## config.mk

```make
export PLATFORM = sky130hd
export DESIGN_NAME = cbp_lane
export DESIGN_NICKNAME = d
export VERILOG_FILES = /design/src/rtl/core/cbp_pkg.sv /design/src/rtl/core/cbp_lane.sv
export SDC_FILE = /design/constraint.sdc
export NUM_CORES = 2
export LEC_CHECK = 0
export BUFFER_PORTS_ARGS = -buffer_cell sky130_fd_sc_hd__buf_4
export CORE_ASPECT_RATIO = 1.4
export CORE_UTILIZATION = 65
export CTS_BUF_LIST = sky130_fd_sc_hd__clkbuf_8 sky130_fd_sc_hd__clkbuf_16
export DETAILED_ROUTE_END_ITERATION = 10
export PLACE_DENSITY = 0.83
export SLEW_MARGIN = 30
export SYNTH_ARGS = -nofsm -noshare
export SYNTH_HDL_FRONTEND = slang
export SYNTH_SLANG_ARGS = --single-unit
```

## constraint.sdc

```tcl
create_clock -name clk -period 19.2 [get_ports clk]
set_clock_uncertainty 0.1 [all_clocks]
set_input_delay 0.96 -clock clk [delete_from_list [all_inputs] [get_ports clk]]
set_output_delay 0.96 -clock clk [all_outputs]
set_load 0.03 [all_outputs]
```

## src/rtl/core/cbp_pkg.sv

```systemverilog
// shared constants for the cubic bezier point evaluator
package cbp_pkg;

  // control points per curve and coordinate axes per point
  localparam int NUM_PTS   = 4;
  localparam int NUM_AXES  = 2;
  localparam int NUM_LANES = NUM_PTS * NUM_AXES;

  // pipeline depth from the input register to the last merge register
  localparam int PIPE_DEPTH = 7;

endpackage

```

## src/rtl/core/cbp_lane.sv

```systemverilog
// one lane: delays a coordinate to meet its weight and forms the exact weighted term
module cbp_lane
  import cbp_pkg::*;
#(
  parameter int COORD_WIDTH = 24,
  parameter int T_FRAC_BITS = 16
) (
  input  logic                                   clk,
  input  logic                                   en,
  input  logic [COORD_WIDTH-1:0]                 coord_in,
  input  logic [3*T_FRAC_BITS:0]                 weight_in,
  output logic [3*T_FRAC_BITS+COORD_WIDTH:0]     term_o
);

  localparam int CW = COORD_WIDTH;
  localparam int WW = 3 * T_FRAC_BITS + 1;
  localparam int WL = (WW + 1) / 2;
  localparam int WH = WW - WL;
  localparam int PW = WW + CW;

  // coordinate delay matching the weight generator
  logic signed [CW-1:0] c1_r, c2_r, c3_r;

  always_ff @(posedge clk) begin
    if (en) begin
      c1_r <= coord_in;
      c2_r <= c1_r;
      c3_r <= c2_r;
    end
  end

  // stage 4: weight split in two halves, each times the coordinate
  logic signed [WL:0]        wl_s;
  logic signed [WH:0]        wh_s;
  logic signed [WL+CW:0]     plo_r;
  logic signed [WH+CW:0]     phi_r;

  assign wl_s = {1'b0, weight_in[WL-1:0]};
  assign wh_s = {1'b0, weight_in[WW-1:WL]};

  always_ff @(posedge clk) begin
    if (en) begin
      plo_r <= wl_s * c3_r;
      phi_r <= wh_s * c3_r;
    end
  end

  // stage 5: recombine the partial products
  logic signed [PW-1:0] lo_ext, hi_ext, term_r;

  assign lo_ext = {{(PW-(WL+1+CW)){plo_r[WL+CW]}}, plo_r};
  assign hi_ext = {{(PW-(WH+1+CW)){phi_r[WH+CW]}}, phi_r};

  always_ff @(posedge clk) begin
    if (en) begin
      term_r <= (hi_ext << WL) + lo_ext;
    end
  end

  assign term_o = term_r;

endmodule

```

# After elaboration in Yosys (flattened, before gate mapping)
# Index checks and enable logic that the tools add are counted.
[classes] reduce_logical=0 addsub=1 n_bitwise=0 div=0 n_mux=0 shifts=0 eq_ne=0 mul=2 magnitude_cmp=0
[op_table] operator="$add 73x50->73" n=1
[op_table] operator="$mul 26x24->50" n=1
[op_table] operator="$mul 25x24->48" n=1
[word_totals] word_cells=9 register_bits=243 inputBits=75 out_inout_bits=73 mem_count=0 rom_bits=0 ramBits=0 latch_bits=0

# Longest topological paths before layout
[depth] depth_word=1 depth_mapped=27 mapped_depth_nobuf=25

# Least setup slack after synthesis
# Ideal clock, no wire load.
[synth_timing] kind="input to register" start="in weight_in[16]" end="reg plo_r[49] (data pin)" cell_stages=25 path_slack_ns=11.662 setup_ns=0.259 arrival_time_ns=7.179 required_time_ns=18.841 n_path_buf=1 cell_sequence="clkbuf_1 -> and2_1 -> fa_1 -> inv_1 -> fa_1 -> fa_1 -> inv_1 -> fa_1 -> inv_1 -> fa_1 -> inv_1 -> fa_1 -> inv_1 -> fa_1 -> inv_1 -> ha_1 -> and2_1 -> nand2b_1 -> nand2_1 -> o31a_1 -> a221o_1 -> a41oi_2 -> o21ai_1 -> o21a_1 -> a211o_1"
[synth_via] elab_chain_len=1
[synth_rtl] element="start: declaration" line_no="cbp_lane.sv:11" rtl="input logic [3*T_FRAC_BITS:0] weight_in,"
[synth_rtl] element="$mul 26x24->50" line_no="cbp_lane.sv:43" rtl="plo_r <= wl_s * c3_r;"
[synth_rtl] element="end signal: assignment" line_no="cbp_lane.sv:43"
[synth_rtl] element="end: declaration" line_no="cbp_lane.sv:35" rtl="logic signed [WL+CW:0] plo_r;"
# No other way between the ends.
# A chain may end at the register's enable or synchronous reset.

# Worst setup path in the final report
[layout_timing] start="reg c3_r[13]" end="reg plo_r[49] (data pin)"
[layout_via] elab_chain_len=1
[layout_rtl] element="start: declaration" line_no="cbp_lane.sv:22" rtl="logic signed [CW-1:0] c1_r, c2_r, c3_r;"
[layout_rtl] element="start signal: assignment" line_no="cbp_lane.sv:28" rtl="c3_r <= c2_r;"
[layout_rtl] element="$mul 26x24->50" line_no="cbp_lane.sv:43"
# No other way between the ends.

==> impl_metrics.py <==
metrics = {
    "run_status": {
        "run_status": "finished with violations",
        "violations": "DRC",
    },
    "placement": {
        "gp_congestion": 0.9433,
        "portBuffers": 147,
        "dp_hpwl_um": 93490,
    },
    "yosys": {
        "yosysTopAreaCell": "fa_1",
        "ys_types": 74,
        "async_reset_ff_frac": 0,
        "synth_compound_area_frac": 0.05657,
        "yosys_warnings": 0,
        "yosys.area_share.simple": 0.1514,
        "synth_seq_cells": 243,
        "synth.mux.area_fraction": 0,
        "synth_top_family_by_area": "adder cells",
        "yosysSeqAreaShare": 0.1482,
        "synth_top_cell_area_share": 0.4013,
        "synth_edf_count": 243,
        "synth_nets": 6598,
        "synthCells": 5089,
        "synth_most_common_cell": "inv_1",
        "ys_top_cells_by_count": "1121 x inv_1, 987 x fa_1, 653 x nand2_1, 579 x and2_1, 447 x ha_1",
        "yosys.area_share.adder": 0.5149,
        "synthTopCellsByArea": "fa_1 40%, edfxtp_1 15%, ha_1 11%, inv_1 8.5%, and2_1 7.4%",
        "synth_xor_xnor_area_share": 0.02419,
        "yosys_most_used_dff": "edfxtp_1",
        "syn_area_per_cell_um2": 9.674,
        "synth_area_um2": 49230,
    },
    "worst_setup_path": {
        "crit_fanout": 36,
        "rrSetupSlack_ps": 11190,
        "cp.arrival_ps": 8260,
        "critPathLaunchType": "flip-flop",
        "critical_path_required_ps": 19460,
        "r2r_cells": 22,
        "worstSetupEndpointType": "flip-flop",
        "worst-setup-path-type": "reg2reg",
    },
    "min_path": {
        "whs_path_depth": 0,
        "hp-class": "reg2reg",
    },
    "layout": {
        "area_growth_pct": 4.989,
        "fillers": 5654,
        "drive_above_1_share": 0.04851,
        "nets": 6561,
    },
    "sta": {
        "worst_pin_slew_ps": 996.8,
        "setup_viol": 0,
        "hold_violations": 0,
        "tns_ps": 0,
        "max_freq_mhz": 124.9,
        "slew_headroom": 0.3355,
        "slew_viol_final": 0,
        "rsz0062_at_grt": "false",
        "period_needed_ps": 8006,
        "period_share": 0.4170,
    },
    "grt": {
        "grt_max_degree": 157,
        "grt_pass1_vias": 39260,
        "grtUsageTotal": 0.3414,
        "antenna_found_initial": 2,
        "grt_pass1_wl_um": 201700,
        "grt-ovfl-total": 0,
    },
    "routing": {
        "drtIter0Drc": 2878,
        "via_per_inst": 5.898,
        "wl_met2_um": 60640,
        "ant_nets": 0,
        "routed-wl-met3_um": 10090,
        "wl_met1_um": 45260,
        "vias": 35630,
        "drc": 4,
        "routed_wl_um": 123800,
        "top_layer": "met5",
        "wl_per_cell_um": 20.50,
        "drtPass1Iterations": 9,
    },
    "floorplanning": {
        "die_h_um": 327.6,
        "dieArea_um2": 76860,
        "rows": 119,
        "start_util": 0.6561,
        "core-area_um2": 75040,
        "dieWidth_um": 234.6,
        "ioPinCount": 148,
    },
    "clock_network": {
        "numCtsBuffers": 27,
        "clock_path_buffers": 3,
        "htreeDepth": 1,
        "holdBufCountCts": 0,
        "clk_latency_ps": 610,
        "root_buffer": "clkbuf_16",
        "clock-sinks": 243,
        "tritoncts": "yes",
        "post_cts_buffers": 0,
        "cts_resized": 0,
        "clkTransAtPathRegs_ps": 70,
    },
    "job": {
        "drv_cap": 0,
    },
}
==> worst max-delay path, cell delays in order (launching register included) <==
cell      delay [ps]
edfxtp_1         950
buf_4            550
and2_1           240
fa_1             460
inv_1            100
fa_1             410
inv_1             80
fa_1             440
fa_1             580
fa_1             460
fa_1             500
inv_1             50
fa_1             540
inv_1             60
ha_1             480
nand3_1          160
nor3_1           250
and2_1           170
a221o_1          210
a41oi_2          210
o21ai_1          350
o21bai_1         150
a211o_1          270
==> final cells by class <==
class	count	area, um^2	area share
antenna	2	5.005	0.00009683
inverter	1121	4208	0.08141
clock inverter	21	167.7	0.003244
timing repair buffer	176	1341	0.02595
clock buffer	27	675.6	0.01307
tap	968	1211	0.02343
multi-input combinational	3483	36780	0.7116
sequential	243	7297	0.1412
==> stage by stage <==
stage / util / cells / worst slack, ps / hold WS, ps / instance area (um^2)
2_1_floorplan: - / 5089 / 11660 / 300.3 / 49230
3_3_place_gp: 0.6775 / 5991 / 11090 / 300.4 / 50840
3_5_place_dp: 0.6775 / 5991 / 11060 / 304.5 / 50840
4_1_cts: 0.6887 / 6039 / 11360 / 315.8 / 51680
5_1_grt: 0.6887 / 6039 / 10860 / 310.1 / 51680
6_report: 0.6888 / 6041 / 11190 / 308.9 / 51690
==> worst paths after layout <==
path | to | startpoint
worst max register to register | plo_r[49] | c3_r[13]
worst min-delay path | c2_r[9] | c1_r[9]
worst max-delay path | plo_r[49] | c3_r[13]
worst min register to register | c2_r[9] | c1_r[9]
==> logic make-up (layout without fill, tap and decap cells) <==
kind of cell / count (synthesis) / after routing
flops: 243 / 243
compound gates: 428 / 428
other cells: 0 / 2
fa+ha+maj: 1434 / 1434
simple gates: 1485 / 1485
xor+xnor: 136 / 136
buf+inv: 1363 / 1345
==> state kept, by name, indices dropped and copies added, names as in the netlist <==
register	flops
c1_r	24
c3_r	24
plo_r	50
phi_r	48
c2_r	24
term_o	73
==> cells in the final DEF, fill, tap and decap left out, types with 69 or more instances in the layout <==
master | synthesis | routed
a21oi_1 | 149 | 149
inv_1 | 1121 | 1121
nand2_1 | 653 | 653
and2_1 | 579 | 579
a21o_1 | 69 | 69
edfxtp_1 | 243 | 243
xnor2_1 | 92 | 92
fa_1 | 987 | 987
ha_1 | 447 | 447
buf_4 | 1 | 174
==> layer usage <==
layer	track usage	vias up
met5	0	-
met4	0.1882	4
met3	0.05434	470
met2	0.5699	1778
met1	0.4233	18070
li1	-	15300
Power is not shown: default switching activity piles up to over one toggle a cycle in this logic, so the estimate is an artifact.
