File: src/rtl/core/cbp_pkg.sv
// shared constants for the cubic bezier point evaluator
package cbp_pkg;

  // control points per curve and coordinate axes per point
  localparam int NUM_PTS   = 4;
  localparam int NUM_AXES  = 2;
  localparam int NUM_LANES = NUM_PTS * NUM_AXES;

  // pipeline depth from the input register to the last merge register
  localparam int PIPE_DEPTH = 7;

endpackage

File: src/rtl/core/cbp_merge.sv
// merge stage: sums the lane terms per axis, rounds and saturates
module cbp_merge
  import cbp_pkg::*;
#(
  parameter int COORD_WIDTH = 24,
  parameter int T_FRAC_BITS = 16
) (
  input  logic                                                 clk,
  input  logic                                                 en,
  input  logic [NUM_LANES-1:0][3*T_FRAC_BITS+COORD_WIDTH:0]    term_in,
  output logic [NUM_AXES-1:0][COORD_WIDTH-1:0]                 point_o
);

  localparam int CW    = COORD_WIDTH;
  localparam int SCALE = 3 * T_FRAC_BITS;
  localparam int PW    = SCALE + 1 + CW;
  localparam int AW    = PW + 2;
  localparam logic [AW-1:0] HALF = {{(AW-1){1'b0}}, 1'b1} << (SCALE - 1);
  localparam logic [CW-1:0] MAX_C = {1'b0, {(CW-1){1'b1}}};
  localparam logic [CW-1:0] MIN_C = {1'b1, {(CW-1){1'b0}}};

  genvar a;
  generate
    for (a = 0; a < NUM_AXES; a++) begin : g_axis
      logic [AW-1:0] e0, e1, e2, e3;
      logic [AW-1:0] pa_r, pb_r, tot_r;
      logic [AW-1:SCALE+CW-1] top;
      logic                   in_range;

      // lane order is point-major, x then y
      assign e0 = {{2{term_in[a][PW-1]}}, term_in[a]};
      assign e1 = {{2{term_in[NUM_AXES+a][PW-1]}}, term_in[NUM_AXES+a]};
      assign e2 = {{2{term_in[2*NUM_AXES+a][PW-1]}}, term_in[2*NUM_AXES+a]};
      assign e3 = {{2{term_in[3*NUM_AXES+a][PW-1]}}, term_in[3*NUM_AXES+a]};

      // stage 6: pair sums
      always_ff @(posedge clk) begin
        if (en) begin
          pa_r <= e0 + e1;
          pb_r <= e2 + e3;
        end
      end

      // stage 7: total plus rounding half
      always_ff @(posedge clk) begin
        if (en) begin
          tot_r <= pa_r + pb_r + HALF;
        end
      end

      // drop fraction, clamp when the upper bits are not a sign extension
      assign top      = tot_r[AW-1:SCALE+CW-1];
      assign in_range = (top == '0) || (top == '1);
      assign point_o[a] = in_range ? tot_r[SCALE+CW-1:SCALE]
                                   : (tot_r[AW-1] ? MIN_C : MAX_C);
    end
  endgenerate

endmodule

File: config.mk
export PLATFORM = sky130hd
export DESIGN_NAME = cbp_merge
export DESIGN_NICKNAME = d
export VERILOG_FILES = /design/src/rtl/core/cbp_pkg.sv /design/src/rtl/core/cbp_merge.sv
export SDC_FILE = /design/constraint.sdc
export NUM_CORES = 1
export LEC_CHECK = 0
export BUFFER_PORTS_ARGS = -buffer_cell sky130_fd_sc_hd__buf_2
export CAP_MARGIN = 10
export CORE_ASPECT_RATIO = 1.5
export CORE_MARGIN = 4
export CORE_UTILIZATION = 40
export DETAILED_ROUTE_END_ITERATION = 8
export GPL_ROUTABILITY_DRIVEN = 0
export PLACE_DENSITY = 0.69
export SKIP_CTS_REPAIR_TIMING = 1
export SYNTH_ARGS = -nofsm -noshare
export SYNTH_HDL_FRONTEND = slang
export SYNTH_SLANG_ARGS = --single-unit
export TNS_END_PERCENT = 20
File: constraint.sdc
create_clock -name clk -period 3.8 [get_ports clk]
set_clock_uncertainty 0.2 [all_clocks]
set_input_delay 0.95 -clock clk [delete_from_list [all_inputs] [get_ports clk]]
set_output_delay 0.95 -clock clk [all_outputs]
set_load 0.02 [all_outputs]
Word level (Yosys, flattened, before mapping)
Cells that the tools add are included.
{"block": "totals", "regBits": 450, "memories": 0, "in_bits": 586, "ramBits": 0, "elab_cells": 24, "latch_bits": 0, "mem_bits_ro": 0}
{"block": "op_classes", "shift": 0, "mux": 4, "mul": 0, "n_div": 0, "bitwise_logic": 0, "n_reduce_logical": 4, "n_addsub": 8, "n_lt_le_gt_ge": 0, "n_eq_ne": 2}
{"operator": "73-bit by 73-bit adder with 74-bit output", "count": 4}
{"operator": "75-bit by 48-bit adder with 75-bit output (second input constant)", "count": 2}
{"operator": "75-bit adder", "count": 2}
{"operator": "24-bit 2-to-1 mux", "count": 4}
{"operator": "4-bit == test (second input constant)", "count": 2}
{"operator": "4-bit zero test", "count": 2}
{"operator": "1-bit logical OR", "count": 2}

Longest topological paths before layout
{"block": "logic_depth", "depth_word": 3, "mapped_depth": 15, "depth_no_buf": 15}

Worst setup path after synthesis
Ideal clock, no wire load.
{"block": "synth_timing", "kind": "input-to-reg", "from": "input port term_in[365] in the netlist's numbering", "to": "register g_axis[1].pb_r[70], data pin", "stages": 14, "required_ns": 3.337, "arrival_time_ns": 3.555, "setup_ns": 0.263, "path_slack_ns": -0.218, "cell_sequence": "ha_1 > inv_1 > fa_1 > nor2b_1 > o211ai_2 > a2111oi_2 > o21ai_2 > o31ai_4 > a211oi_2 > o21ai_1 > a21oi_1 > o21ai_1 > a311oi_1 > xnor2_1"}
{"block": "synth_between", "elab_chain_len": 1}
{"element": "start: declaration", "line": "cbp_merge.sv:10", "text": "input logic [NUM_LANES-1:0][3*T_FRAC_BITS+COORD_WIDTH:0] term_in,"}
{"element": "73-bit by 73-bit adder with 74-bit output", "line": "cbp_merge.sv:40", "text": "pb_r <= e2 + e3;"}
{"element": "end signal: assignment", "line": "cbp_merge.sv:40"}
{"element": "end: declaration", "line": "cbp_merge.sv:26", "text": "logic [AW-1:0] pa_r, pb_r, tot_r;"}
No other way between the ends.
A chain may end at the register's enable or synchronous reset.

Worst setup path in the final report
{"block": "layout_timing", "from": "input port term_in[146] in the netlist's numbering", "to": "register g_axis[0].pa_r[70], data pin"}
{"block": "layout_between", "elab_chain_len": 1}
{"element": "73-bit by 73-bit adder with 74-bit output", "line": "cbp_merge.sv:39", "text": "pa_r <= e0 + e1;"}
{"element": "end signal: assignment", "line": "cbp_merge.sv:39"}
{"element": "end: declaration", "line": "cbp_merge.sv:26"}
No other way between the ends.

==> results.cfg <==
[outcome]
status = finished with violations
violations = negative setup slack

[synth]
synth_top_family_by_area = compound AO/OA/AOI/OAI gates
synth_fa_ha_area_frac = 0.2058
synth_area_per_cell_um2 = 9.052
yosysMostFrequentCell = ha_1
synth_cell_types = 102
synthSimpleGateAreaFrac = 0.1390
yosys-top-cells-count = ha_1 (582), a21oi_1 (457), nand2_1 (351)
yosysTopAreaCellShare = 0.2939
ys_seq_area_frac = 0.2939
synthArstFlopShare = 0
synthesis.area_um2 = 35770
synth-edff-count = 350
synthXorXnorAreaFrac = 0.07959
ys.flop_type = edfxtp_1
synth_compound_area_frac = 0.2524
yosys.area.top_type = edfxtp_1
muxShareOfSynthArea = 0.0008746
syn_nets = 5123
synth_warnings = 0
ys_seq_elements = 350
synth.area.top_cells = edfxtp_1 (29%), ha_1 (20%), a21oi_1 (6.4%)
syn_inst = 3951

[floorplan]
die_h_um = 374.2
io_pins = 634
coreArea_um2 = 88860
initial_utilization = 0.4025
num_rows = 134
die_area_um2 = 94360
die_w_um = 252.2

[global_route]
grt_pass1_wl_um = 192300
grt_max_degree = 93
track_usage = 0.2568
grt_pass1_vias = 36143
grt-ovfl-total = 0
antenna_found_initial = 23

[finish]
seq_area_um2 = 10510
area_growth_pct = 33.77
fill_cells = 8026
layout-drive-gt1-share = 0.3108
final_area_um2 = 47840
finalNetCount = 6387
multi_input_area_um2 = 25290

[power]
p_per_area_nw_per_um2 = 435.6
power.leakage_nw = 22.13
ir_worst_vdd_uv = 481.0

[clock_tree]
htreeDepth = 2
clk_pin_slew_worst_paths_ns = 0.07
clock_latency_ns = 0.58
cts_made_buffers = 39
cts_tree = built
clockBufferDepth = 3
cts-root-buf = clkbuf_16
clock_sinks = 350

[run]
cap_violations = 0

[hold_path]
hold_class = in2reg

[sta]
timing.hold.ws_ns = 0.4881
worst_pin_slew_ns = 0.7355
final_max_slew_viol_count = 0
layout_setup_ws_ns = -0.1396
period_share = 1.037
max_freq_ghz = 0.2538
maxSlewHeadroom = 0.5052
setup_viol = 2
period_minus_slack_ns = 3.940
tns_ns = -0.2351
rsz0062_at_grt = true
hold_viol = 0

[drt]
drt-initial-drc-count = 2574
wl_per_cell_um = 20.12
dr.pass1.iters = 6
vias_per_cell = 5.650
num_vias = 36250
wirelength_um = 129100
drcViolationCount = 0
antenna_left = 0

[placement]
io_buffers = 633
hpwl_um = 109400
dpl_cell_area_um2 = 45360

[setup_path]
cp_common_cell = o31a_1
arrival_ns = 4.08
cp_num_buf_inv = 2
startpoint_type = input port
critPathRequiredTime_ns = 3.94
cpPeakStageDelay_ns = 0.37
slowest_stage = o31a_1
path_cells = buf_6 -> ha_4 -> inv_2 -> fa_2 -> nor2b_4 -> o31a_1 -> o31a_1 -> a31o_4 -> a311oi_4 -> a21oi_4 -> a41o_4 -> a22o_4 -> o21ai_4 -> o21ai_2 -> xor2_1
critPathMaxFanout = 4
crit_type = in2reg
crit_path_end_kind = flip-flop
cp_top_family = compound AO/OA/AOI/OAI gates
per-layer routing:
layer  GRT usage  part of all wire  vias to the layer above
li1            -                 -                    17507
met1      0.3008              0.38                    16954
met2      0.4557              0.49                     1465
met3     0.04005             0.072                      314
met4      0.1233             0.058                       10
met5           0           0.00048                        -
sequential cells by signal, indices dropped and copies added (netlist names):
| name | flops |
|---|---|
| g_axis.pa_r | 148 |
| g_axis.tot_r | 54 |
| g_axis.pb_r | 148 |
logic make-up (layout without fill, tap and decap cells):
| family | after synthesis | after routing |
|---|---|---|
| AO/OA/AOI/OAI | 1393 | 1393 |
| XOR/XNOR | 325 | 325 |
| adder cells (fa/ha/maj) | 586 | 586 |
| buffers and inverters | 269 | 1562 |
| flip-flops | 350 | 350 |
| multiplexers | 3 | 3 |
| other | 0 | 16 |
| AND/OR/NAND/NOR | 1025 | 1025 |
report_power, final:
part | switching [W] | leakage [nW] | total, W | internal [W]
registers | 0.000446 | 3.42 | 0.00592 | 0.00547
clock network | 0.00166 | 0.650 | 0.00401 | 0.00235
logic | 0.00606 | 18.1 | 0.0109 | 0.00485
total | 0.00816 | 22.1 | 0.0208 | 0.0127
final timing paths:
kind                                         start                  end  slack [ns]  cells after the start
worst max-delay path                  term_in[146]   g_axis[0].pa_r[70]       -0.14                     15
worst min-delay path                    term_in[0]    g_axis[0].pa_r[0]        0.49                      2
worst max register to register  g_axis[1].pa_r[19]  g_axis[1].tot_r[65]           0                     13
worst min register to register  g_axis[0].pa_r[73]  g_axis[0].tot_r[74]        0.59                      3
per-stage QoR:
step	cells	worst slack (ns)	util	total power, W
2_1_floorplan	3951	-0.05827	-	0.01211
3_3_place_gp	6317	-1.086	0.5105	0.01605
3_5_place_dp	6317	-1.114	0.5105	0.01623
4_1_cts	6387	-0.5040	0.5256	0.02033
5_1_grt	6412	-0.1790	0.5383	0.02220
6_report	6416	-0.1396	0.5384	0.02084
cell usage in the layout (no fill, tap or decap), types with 123 or more instances in the layout:
cell | netlist | routed
inv_1 | 125 | 123
a21o_1 | 194 | 193
o21ai_0 | 264 | 258
nand2_1 | 351 | 350
buf_4 | 0 | 728
ha_1 | 582 | 550
xor2_1 | 132 | 132
edfxtp_1 | 350 | 350
a21oi_1 | 457 | 440
xnor2_1 | 193 | 193
nor2_1 | 205 | 204
buf_2 | 7 | 630
layout make-up:
class | count | area share
Clock buffer | 44 | 0.02124
Timing Repair Buffer | 1367 | 0.1829
Antenna cell | 16 | 0.0008369
Clock inverter | 26 | 0.006721
Multi-Input combinational cell | 3332 | 0.5286
Sequential cell | 350 | 0.2197
Inverter | 125 | 0.009807
Tap cell | 1156 | 0.03023
worst register-to-register path, cell delays in order, from the launching register on:
cell	delay [ns]
edfxtp_1	0.45
ha_1	0.37
ha_4	0.25
a21oi_2	0.15
o21ai_0	0.12
a211oi_1	0.24
o31ai_1	0.13
a221o_2	0.43
o31ai_4	0.36
o21bai_2	0.14
a21oi_2	0.17
nor2_1	0.06
a311o_1	0.33
xor2_1	0.15
No activity file was read; power rests on OpenSTA's default activity.
